--- config.mk ---
export PLATFORM = sky130hd
export DESIGN_NAME = keyword_number_relop_id_lexer_core
export DESIGN_NICKNAME = d
export VERILOG_FILES = /design/src/klex_pkg.sv /design/src/klex_fsm.sv /design/src/keyword_number_relop_id_lexer_core.sv
export SDC_FILE = /design/constraint.sdc
export NUM_CORES = 1
export LEC_CHECK = 0
export ABC_AREA = 0
export BUFFER_PORTS_ARGS = -buffer_cell sky130_fd_sc_hd__buf_2
export CAP_MARGIN = 5
export CORE_MARGIN = 2
export CORE_UTILIZATION = 30
export CTS_CLUSTER_DIAMETER = 50
export DETAILED_ROUTE_END_ITERATION = 8
export HOLD_SLACK_MARGIN = 0.02
export PLACE_DENSITY = 0.51
export SYNTH_ARGS = -nofsm -noshare
export SYNTH_HDL_FRONTEND = slang
export SYNTH_SLANG_ARGS = --single-unit
--- constraint.sdc ---
create_clock -name clk -period 7.6 [get_ports clk]
set_clock_uncertainty 0.15 [all_clocks]
set_input_delay 1.14 -clock clk [delete_from_list [all_inputs] [get_ports clk]]
set_output_delay 1.14 -clock clk [all_outputs]
set_load 0.02 [all_outputs]
--- src/klex_pkg.sv ---
// ----------------------------------------------------------------------------
// klex_pkg
// Shared types and constants for the keyword/number/relop/identifier lexer.
// ----------------------------------------------------------------------------
package klex_pkg;

  localparam int LENGTH_BITS_DEF = 8;

  localparam logic [7:0] CH_SPACE = 8'h20;
  localparam logic [7:0] CH_TAB   = 8'h09;
  localparam logic [7:0] CH_VT    = 8'h0b;
  localparam logic [7:0] CH_FF    = 8'h0c;
  localparam logic [7:0] CH_CR    = 8'h0d;

  typedef enum logic [2:0] {
    CLS_IF      = 3'd0,
    CLS_THEN    = 3'd1,
    CLS_ELSE    = 3'd2,
    CLS_NUMBER  = 3'd3,
    CLS_RELOP   = 3'd4,
    CLS_IDENT   = 3'd5,
    CLS_UNIDENT = 3'd6
  } tok_class_t;

  typedef enum logic [11:0] {
    KW_START = 12'h001,
    KW_I     = 12'h002,
    KW_IF    = 12'h004,
    KW_T     = 12'h008,
    KW_TH    = 12'h010,
    KW_THE   = 12'h020,
    KW_THEN  = 12'h040,
    KW_E     = 12'h080,
    KW_EL    = 12'h100,
    KW_ELS   = 12'h200,
    KW_ELSE  = 12'h400,
    KW_DEAD  = 12'h800
  } kw_state_t;

  typedef enum logic [6:0] {
    NU_START = 7'h01,
    NU_WS    = 7'h02,
    NU_SIGN  = 7'h04,
    NU_INT   = 7'h08,
    NU_DOT   = 7'h10,
    NU_FRAC  = 7'h20,
    NU_DEAD  = 7'h40
  } num_state_t;

  typedef enum logic [5:0] {
    RL_START = 6'h01,
    RL_EQ    = 6'h02,
    RL_LT    = 6'h04,
    RL_GT    = 6'h08,
    RL_PAIR  = 6'h10,
    RL_DEAD  = 6'h20
  } rel_state_t;

  // token closed by the current beat
  typedef struct packed {
    logic       emit;
    tok_class_t token_class;
    logic       length_saturated;
  } tok_res_t;

endpackage

--- src/klex_fsm.sv ---
// ----------------------------------------------------------------------------
// klex_fsm
// Per-token recognizers: keyword, number and relop automata, identifier flag
// and saturating length counter, updated once per character beat.
// ----------------------------------------------------------------------------
module klex_fsm #(
  parameter int LENGTH_BITS = klex_pkg::LENGTH_BITS_DEF
) (
  input  logic                   clk,
  input  logic                   rst_n,
  input  logic                   step_en,
  input  logic [7:0]             char_code,
  input  logic                   end_of_line,
  output klex_pkg::tok_res_t     res,
  output logic [LENGTH_BITS-1:0] res_length
);

  localparam logic [LENGTH_BITS-1:0] LEN_MAX = {LENGTH_BITS{1'b1}};

  klex_pkg::kw_state_t  kw_r,  kw_nxt;
  klex_pkg::num_state_t num_r, num_nxt;
  klex_pkg::rel_state_t rel_r, rel_nxt;
  logic                 ident_r, ident_nxt;
  logic [LENGTH_BITS-1:0] count_r, count_nxt;
  logic                 ovf_r, ovf_nxt;
  klex_pkg::tok_class_t cls;

  logic is_letter, is_digit, is_sign, is_ws, is_space, first, pending;

  assign is_letter = (char_code >= "a" && char_code <= "z") ||
                     (char_code >= "A" && char_code <= "Z");
  assign is_digit  = char_code >= "0" && char_code <= "9";
  assign is_sign   = char_code == "+" || char_code == "-";
  assign is_ws     = char_code == klex_pkg::CH_TAB || char_code == klex_pkg::CH_VT ||
                     char_code == klex_pkg::CH_FF  || char_code == klex_pkg::CH_CR;
  assign is_space  = char_code == klex_pkg::CH_SPACE;
  assign pending   = (count_r != '0) || ovf_r;
  assign first     = !pending;

  always_comb begin
    case (kw_r)
      klex_pkg::KW_START: begin
        if (char_code == "i")      kw_nxt = klex_pkg::KW_I;
        else if (char_code == "t") kw_nxt = klex_pkg::KW_T;
        else if (char_code == "e") kw_nxt = klex_pkg::KW_E;
        else                       kw_nxt = klex_pkg::KW_DEAD;
      end
      klex_pkg::KW_I:   kw_nxt = (char_code == "f") ? klex_pkg::KW_IF   : klex_pkg::KW_DEAD;
      klex_pkg::KW_T:   kw_nxt = (char_code == "h") ? klex_pkg::KW_TH   : klex_pkg::KW_DEAD;
      klex_pkg::KW_TH:  kw_nxt = (char_code == "e") ? klex_pkg::KW_THE  : klex_pkg::KW_DEAD;
      klex_pkg::KW_THE: kw_nxt = (char_code == "n") ? klex_pkg::KW_THEN : klex_pkg::KW_DEAD;
      klex_pkg::KW_E:   kw_nxt = (char_code == "l") ? klex_pkg::KW_EL   : klex_pkg::KW_DEAD;
      klex_pkg::KW_EL:  kw_nxt = (char_code == "s") ? klex_pkg::KW_ELS  : klex_pkg::KW_DEAD;
      klex_pkg::KW_ELS: kw_nxt = (char_code == "e") ? klex_pkg::KW_ELSE : klex_pkg::KW_DEAD;
      default:          kw_nxt = klex_pkg::KW_DEAD;
    endcase
  end

  always_comb begin
    case (num_r)
      klex_pkg::NU_START: begin
        if (is_ws)         num_nxt = klex_pkg::NU_WS;
        else if (is_sign)  num_nxt = klex_pkg::NU_SIGN;
        else if (is_digit) num_nxt = klex_pkg::NU_INT;
        else               num_nxt = klex_pkg::NU_DEAD;
      end
      klex_pkg::NU_WS: begin
        if (is_sign)       num_nxt = klex_pkg::NU_SIGN;
        else if (is_digit) num_nxt = klex_pkg::NU_INT;
        else               num_nxt = klex_pkg::NU_DEAD;
      end
      klex_pkg::NU_SIGN: num_nxt = is_digit ? klex_pkg::NU_INT : klex_pkg::NU_DEAD;
      klex_pkg::NU_INT: begin
        if (is_digit)              num_nxt = klex_pkg::NU_INT;
        else if (char_code == ".") num_nxt = klex_pkg::NU_DOT;
        else                       num_nxt = klex_pkg::NU_DEAD;
      end
      klex_pkg::NU_DOT:  num_nxt = is_digit ? klex_pkg::NU_FRAC : klex_pkg::NU_DEAD;
      klex_pkg::NU_FRAC: num_nxt = is_digit ? klex_pkg::NU_FRAC : klex_pkg::NU_DEAD;
      default:           num_nxt = klex_pkg::NU_DEAD;
    endcase
  end

  always_comb begin
    case (rel_r)
      klex_pkg::RL_START: begin
        if (char_code == "=")      rel_nxt = klex_pkg::RL_EQ;
        else if (char_code == "<") rel_nxt = klex_pkg::RL_LT;
        else if (char_code == ">") rel_nxt = klex_pkg::RL_GT;
        else                       rel_nxt = klex_pkg::RL_DEAD;
      end
      klex_pkg::RL_EQ, klex_pkg::RL_LT, klex_pkg::RL_GT:
        rel_nxt = (char_code == "=") ? klex_pkg::RL_PAIR : klex_pkg::RL_DEAD;
      default: rel_nxt = klex_pkg::RL_DEAD;
    endcase
  end

  assign ident_nxt = first ? is_letter : (ident_r && (is_letter || is_digit));
  assign count_nxt = (count_r == LEN_MAX) ? LEN_MAX : count_r + 1'b1;
  assign ovf_nxt   = ovf_r || (count_r == LEN_MAX);

  // classification by priority over the recognizers
  always_comb begin
    if (kw_r == klex_pkg::KW_IF)
      cls = klex_pkg::CLS_IF;
    else if (kw_r == klex_pkg::KW_THEN)
      cls = klex_pkg::CLS_THEN;
    else if (kw_r == klex_pkg::KW_ELSE)
      cls = klex_pkg::CLS_ELSE;
    else if (num_r == klex_pkg::NU_INT || num_r == klex_pkg::NU_FRAC)
      cls = klex_pkg::CLS_NUMBER;
    else if (rel_r == klex_pkg::RL_EQ || rel_r == klex_pkg::RL_LT ||
             rel_r == klex_pkg::RL_GT || rel_r == klex_pkg::RL_PAIR)
      cls = klex_pkg::CLS_RELOP;
    else if (ident_r)
      cls = klex_pkg::CLS_IDENT;
    else
      cls = klex_pkg::CLS_UNIDENT;
  end

  assign res.token_class      = cls;
  assign res.emit             = step_en && (end_of_line ? pending : is_space);
  assign res.length_saturated = ovf_r;
  assign res_length           = count_r;

  always_ff @(posedge clk) begin
    if (!rst_n) begin
      kw_r    <= klex_pkg::KW_START;
      num_r   <= klex_pkg::NU_START;
      rel_r   <= klex_pkg::RL_START;
      ident_r <= 1'b0;
      count_r <= '0;
      ovf_r   <= 1'b0;
    end else if (step_en) begin
      if (end_of_line || is_space) begin
        kw_r    <= klex_pkg::KW_START;
        num_r   <= klex_pkg::NU_START;
        rel_r   <= klex_pkg::RL_START;
        ident_r <= 1'b0;
        count_r <= '0;
        ovf_r   <= 1'b0;
      end else begin
        kw_r    <= kw_nxt;
        num_r   <= num_nxt;
        rel_r   <= rel_nxt;
        ident_r <= ident_nxt;
        count_r <= count_nxt;
        ovf_r   <= ovf_nxt;
      end
    end
  end

endmodule

--- src/keyword_number_relop_id_lexer_core.sv ---
// Line lexer taking one character beat per clock. Each accepted beat lands in
// an input register; once the result register is empty or being drained the
// per-token recognizers advance on it and any token it closes is written to
// the result register, so a token beat passes through both registers. With
// the result side ready the block takes one character per cycle; while a
// result beat is stalled the beat in the input register waits, and input
// stalls once that register is full as well.
// A space beat always closes a token (possibly empty); a tlast beat carries no
// character and closes the pending token only if it holds characters.
// ----------------------------------------------------------------------------
// keyword_number_relop_id_lexer_core
// Top level: input register, token recognizers and result register.
// ----------------------------------------------------------------------------
module keyword_number_relop_id_lexer_core #(
  parameter int LENGTH_BITS = klex_pkg::LENGTH_BITS_DEF
) (
  input  logic clk,
  input  logic rst_n,
  input  logic       in_tvalid,
  output logic       in_tready,
  input  logic [7:0] in_tdata,   // [7:0] char_code
  input  logic       in_tlast,   // end_of_line
  output logic       out_tvalid,
  input  logic       out_tready,
  output logic [2:0] out_tuser,  // [2:0] token_class
  // token_length, length_saturated, zero fill
  output logic [((LENGTH_BITS + 1 + 7) / 8) * 8 - 1:0] out_tdata
);

  localparam int OUT_W = ((LENGTH_BITS + 1 + 7) / 8) * 8;
  localparam int PAD_W = OUT_W - LENGTH_BITS - 1;

  logic       s1_valid_r;
  logic [7:0] s1_char_r;
  logic       s1_eol_r;
  logic       adv;

  klex_pkg::tok_res_t     res;
  logic [LENGTH_BITS-1:0] res_length;

  logic                   out_valid_r;
  klex_pkg::tok_class_t   out_class_r;
  logic [LENGTH_BITS-1:0] out_length_r;
  logic                   out_sat_r;

  assign adv       = s1_valid_r && (!out_valid_r || out_tready);
  assign in_tready = !s1_valid_r || adv;

  always_ff @(posedge clk) begin
    if (!rst_n) begin
      s1_valid_r <= 1'b0;
    end else if (in_tready) begin
      s1_valid_r <= in_tvalid;
    end
  end

  always_ff @(posedge clk) begin
    if (in_tready && in_tvalid) begin
      s1_char_r <= in_tdata;
      s1_eol_r  <= in_tlast;
    end
  end

  klex_fsm #(.LENGTH_BITS(LENGTH_BITS)) u_fsm (
    .clk         (clk),
    .rst_n       (rst_n),
    .step_en     (adv),
    .char_code   (s1_char_r),
    .end_of_line (s1_eol_r),
    .res         (res),
    .res_length  (res_length)
  );

  always_ff @(posedge clk) begin
    if (!rst_n) begin
      out_valid_r <= 1'b0;
    end else if (res.emit) begin
      out_valid_r <= 1'b1;
    end else if (out_tready) begin
      out_valid_r <= 1'b0;
    end
  end

  always_ff @(posedge clk) begin
    if (res.emit) begin
      out_class_r  <= res.token_class;
      out_length_r <= res_length;
      out_sat_r    <= res.length_saturated;
    end
  end

  assign out_tvalid = out_valid_r;
  assign out_tuser  = out_class_r;
  assign out_tdata  = {{PAD_W{1'b0}}, out_sat_r, out_length_r};

endmodule

==> tab_implementation.tex <==
\begin{tabular}{lr}
\hline
Metric & Value \\
\hline
\multicolumn{2}{l}{\textbf{Run status}} \\
\quad Run status & finished, final reports clean \\
\multicolumn{2}{l}{\textbf{Clock tree}} \\
\quad Library cell used as clock root buffer & clkbuf\_8 \\
\quad Total clock buffers created by CTS & 5 \\
\quad \# Post-CTS Setup Buffers & 0 \\
\quad Worst-Skew Late Latency & 0.32 ns \\
\quad Total clock sinks & 56 \\
\quad Number of hold-repair buffers added at the cts stage & 0 \\
\quad Maximum level of the CTS H-tree & 2 \\
\quad Maximum count of clock buffers along a single path & 2 \\
\quad Clock slew at reported path FFs & 0.11 ns \\
\quad Post-CTS Resized & 0 \\
\quad CTS tree & built \\
\multicolumn{2}{l}{\textbf{Layout}} \\
\quad Number of nets at the end of the flow & roughly 390 \\
\quad Footprint of the multi-input gates & between 1500 and 2000 µm² \\
\quad Diodes inserted & 0 \\
\quad \# fillers & 1,121 \\
\quad Sequential Area & 1330 µm² \\
\quad Final non-filler cell total & 508 \\
\quad Layout-stage area growth over the synthesis result & 9.21\% \\
\quad Layout cells sized above 1 & 13.4\% \\
\multicolumn{2}{l}{\textbf{Synth}} \\
\quad Synth Register Bits & 56 \\
\quad Post-synth cell types & 62 \\
\quad Main synth FF type & dfxtp\_1 \\
\quad Gate Count Post-Synth & $\sim$360 \\
\quad Cell Area, Synth & $\sim$3200 µm² \\
\quad Synth warn & 0 \\
\quad Post-synth EDFFs & 21 \\
\quad Mean instance size in the synthesized netlist & 8.97 µm² \\
\quad Fraction of synthesis flops using an asynchronous set or reset pin & 0\% \\
\quad Share of synthesized area occupied by flip-flops and latches & 41.0\% \\
\quad Biggest area contributors in the synthesized netlist & dfxtp\_1 22\%, edfxtp\_1 19\%, nor2\_1 4.9\% \\
\quad Post-synth top area share & 21.6\% \\
\quad Area leader, netlist & dfxtp\_1 \\
\multicolumn{2}{l}{\textbf{Drt}} \\
\quad \# DRC & 0 \\
\quad Sum of routed wire length over all layers & $\sim$8.1 mm \\
\quad Final routed wire length divided by cell count & between 15 and 20 µm \\
\quad Via total after detailed routing & 2,826 \\
\quad Number of vias per cell after detailed routing & $\sim$5.6 \\
\quad Number of iterations in the first detailed-routing pass & 6 \\
\quad Initial DRC count & 204 \\
\quad Number of nets still failing antenna checks after routing & 0 \\
\multicolumn{2}{l}{\textbf{Worst setup path}} \\
\quad Worst setup path class & input port to output port \\
\quad Chain of cells forming the critical path & buf\_2 > nor2b\_1 > nand2\_1 > buf\_2 \\
\quad Critical path's most frequent cell & buf\_2 \\
\quad Required arrival time at the worst endpoint & approximately 6.3 ns \\
\quad Crit path max-delay family & simple AND/OR/NAND/NOR gates \\
\quad Worst EP arrival & roughly 2 ns \\
\quad Worst-case register-to-register setup slack & between 4 and 5 ns \\
\quad Cell with the largest stage delay on the worst path & nor2b\_1 \\
\quad FF-to-FF End & out\_tuser[0] \\
\quad Reg-to-reg startpoint & s1\_char\_r[7] \\
\quad Worst Path Buf+Inv & 2 \\
\quad Category of the worst setup path capture point & output port \\
\quad Type of origin of the critical path & input port \\
\quad Biggest cell delay along the critical path & between 0.4 and 0.5 ns \\
\quad Largest fanout on the critical path & 7 \\
\quad Number of cells on the worst reg-to-reg path & 3 \\
\multicolumn{2}{l}{\textbf{Min path}} \\
\quad Worst hold start & u\_fsm.ovf\_r \\
\quad WHS Endpoint & out\_sat\_r \\
\quad Hold path cells & 0 \\
\quad Hold crit path type & flop to flop \\
\multicolumn{2}{l}{\textbf{Die}} \\
\quad Core box area & 10,400 µm² \\
\quad Chip Height & 108 µm \\
\quad Die Area & 11,700 µm² \\
\quad FP Rows & 37 \\
\quad Horiz. Die Dim & 108 µm \\
\quad Starting Density & 31.2\% \\
\quad Io pins & 34 \\
\multicolumn{2}{l}{\textbf{Pwr}} \\
\quad Logic gate share of total power & 9.1\% \\
\quad Clock network fraction of total power & a little over a third \\
\quad Worst vdd rail ir drop & about 0.077 mV \\
\quad Sequential cell fraction of total power & 56.1\% \\
\quad Total leakage power & roughly 1.2 nW \\
\quad Power density over the cells & 165 nW/µm² \\
\quad Net Sw Power & 0.000150 W \\
\quad Switching fraction of total power & 25.6\% \\
\quad Internal cell power & approximately 0.00044 W \\
\multicolumn{2}{l}{\textbf{Place}} \\
\quad Total placed cells including tap cells & 500 \\
\quad IO buf count & 26 \\
\quad Detailed placer's ending HPWL & $\sim$5.7 mm \\
\quad Routability congestion estimate & 0.886 \\
\multicolumn{2}{l}{\textbf{Global routing}} \\
\quad Global-route wire length before repair & 13.8 mm \\
\quad Initial antenna violation count & 0 \\
\quad Maximum number of pins on one net before global-route repair & 32 \\
\quad Vias in the first global route & 2,669 \\
\quad Total overflow reported by the global router & 0 \\
\quad Total routing usage reported by global routing & 14.7\% \\
\multicolumn{2}{l}{\textbf{STA}} \\
\quad Number of max-slew violations in the final report & 0 \\
\quad Worst-Margin Slew & 1.14 ns \\
\quad Peak clock frequency supported by timing & between 0.3 and 0.4 GHz \\
\quad Setup total negative slack & 0 ns \\
\quad Number of hold-slack violations in the final timing report & 0 \\
\quad Slew headroom & a little under a quarter \\
\quad RSZ-0062 raised after global routing & false \\
\quad Endpoints failing setup & 0 \\
\quad Period utilization & a little over two fifths \\
\quad Final min period & 3.29 ns \\
\multicolumn{2}{l}{\textbf{Run}} \\
\quad Number of maximum-capacitance constraint violations & 0 \\
\hline
\end{tabular}
-- routing by layer --
layer  wire (µm)  vias up  part of all wire [%]  global-route usage [%]
li1            -     1370                     -                       -
met1        3890     1355                    48                    20.3
met2        3730       94                    46                    23.9
met3         418        7                   5.1                    2.23
met4          99        0                   1.2                    4.12
met5           0        -                     0                       0
-- cell families after synthesis --
kind of cell,share of synthesized area [%]
buffers and inverters,6.05
other,0.115
AOI/OAI and AO/OA,18.7
xor gates and xnor gates,2.70
adders and majority gates,0.771
and+or+nand+nor,30.7
DFF,41.0
-- worst max-delay path by stage --
stage / startpoint / endpoint / slack, ns / cells past startpoint
final: out_tready / in_tready / 4.31 / 4
after global placement: out_tready / in_tready / 4.37 / 4
after detailed placement: out_tready / in_tready / 4.31 / 4
after global routing: out_tready / in_tready / 4.19 / 4
after floorplan: out_tready / out_length_r[0] / 4.37 / 4
after CTS: out_tready / in_tready / 4.31 / 4
-- registers in the layout (all words and copies together) (netlist names) --
register / cells
u_fsm.kw_r: 11
out_sat_r: 1
u_fsm.ovf_r: 1
out_length_r: 8
s1_valid_r: 1
u_fsm.ident_r: 1
out_tvalid: 1
s1_char_r: 8
out_tuser: 3
u_fsm.rel_r: 6
u_fsm.res_length: 8
u_fsm.num_r: 6
s1_eol_r: 1
-- metrics by stage --
step | hold slack (ns) | total power, W | cell area, µm² | worst slack (ns) | utilization, %
4_1_cts | 0.359 | 0.000592 | 3550 | 4.31 | 34.0
3_3_place_gp | 0.327 | 0.000388 | 3430 | 4.37 | 33.0
6_report | 0.351 | 0.000586 | 3550 | 4.31 | 34.0
5_1_grt | 0.382 | 0.000612 | 3550 | 4.19 | 34.0
2_1_floorplan | 0.256 | 0.000375 | 3270 | 4.37 | -
3_5_place_dp | 0.342 | 0.000389 | 3430 | 4.31 | 33.0
-- power by group through the flow --
stage	Sequential, W	Combinational [W]	Clock, W
3_3_place_gp	0.000335	0.0000535	0
5_1_grt	0.000330	0.0000598	0.000222
6_report	0.000329	0.0000536	0.000204
3_5_place_dp	0.000335	0.0000532	0
4_1_cts	0.000328	0.0000535	0.000210
2_1_floorplan	0.000331	0.0000434	0
-- cell usage in the layout (no fill, tap or decap), types with 3 or more instances in the layout --
master     count
a211oi_1       4
a21o_1         3
a21oi_1       19
a22oi_1       10
a2bb2oi_1      3
a31oi_1        4
a32oi_1        4
and2_1         4
and3_1         4
and4_1         3
buf_2         26
clkbuf_8       5
conb_1         7
dfxtp_1       35
edfxtp_1      21
inv_1         13
nand2_1       14
nand2b_1      10
nand3_1       10
nand4_1       11
nand4b_1       5
nor2_1        42
nor2b_1        8
nor3_1        15
nor3b_1        3
nor4_1         8
nor4b_1        5
o211ai_1       3
o21ai_0       13
o21ai_1        3
or4_1          3
xnor2_1        4
xor2_1         6
-- cell usage after synthesis (6+ instances only) --
library cell  instances
inv_1                13
nand4_1              11
nand3_1              10
nor2b_1               8
edfxtp_1             21
nand2b_1             10
buf_4                 8
nor2_1               42
nor4_1                8
a21oi_1              19
o21ai_0              13
nor3_1               15
a22oi_1              10
xor2_1                6
dfxtp_1              35
clkbuf_1             20
nand2_1              14
-- layout make-up --
class | count | area share (%)
Clock buffer | 6 | 2.05
Clock inverter | 2 | 1.09
Inverter | 13 | 1.38
Multi-Input combinational cell | 268 | 49.3
Sequential cell | 56 | 37.5
Tap cell | 136 | 4.80
Timing Repair Buffer | 27 | 3.88
Power figures use the tool's default switching activity.
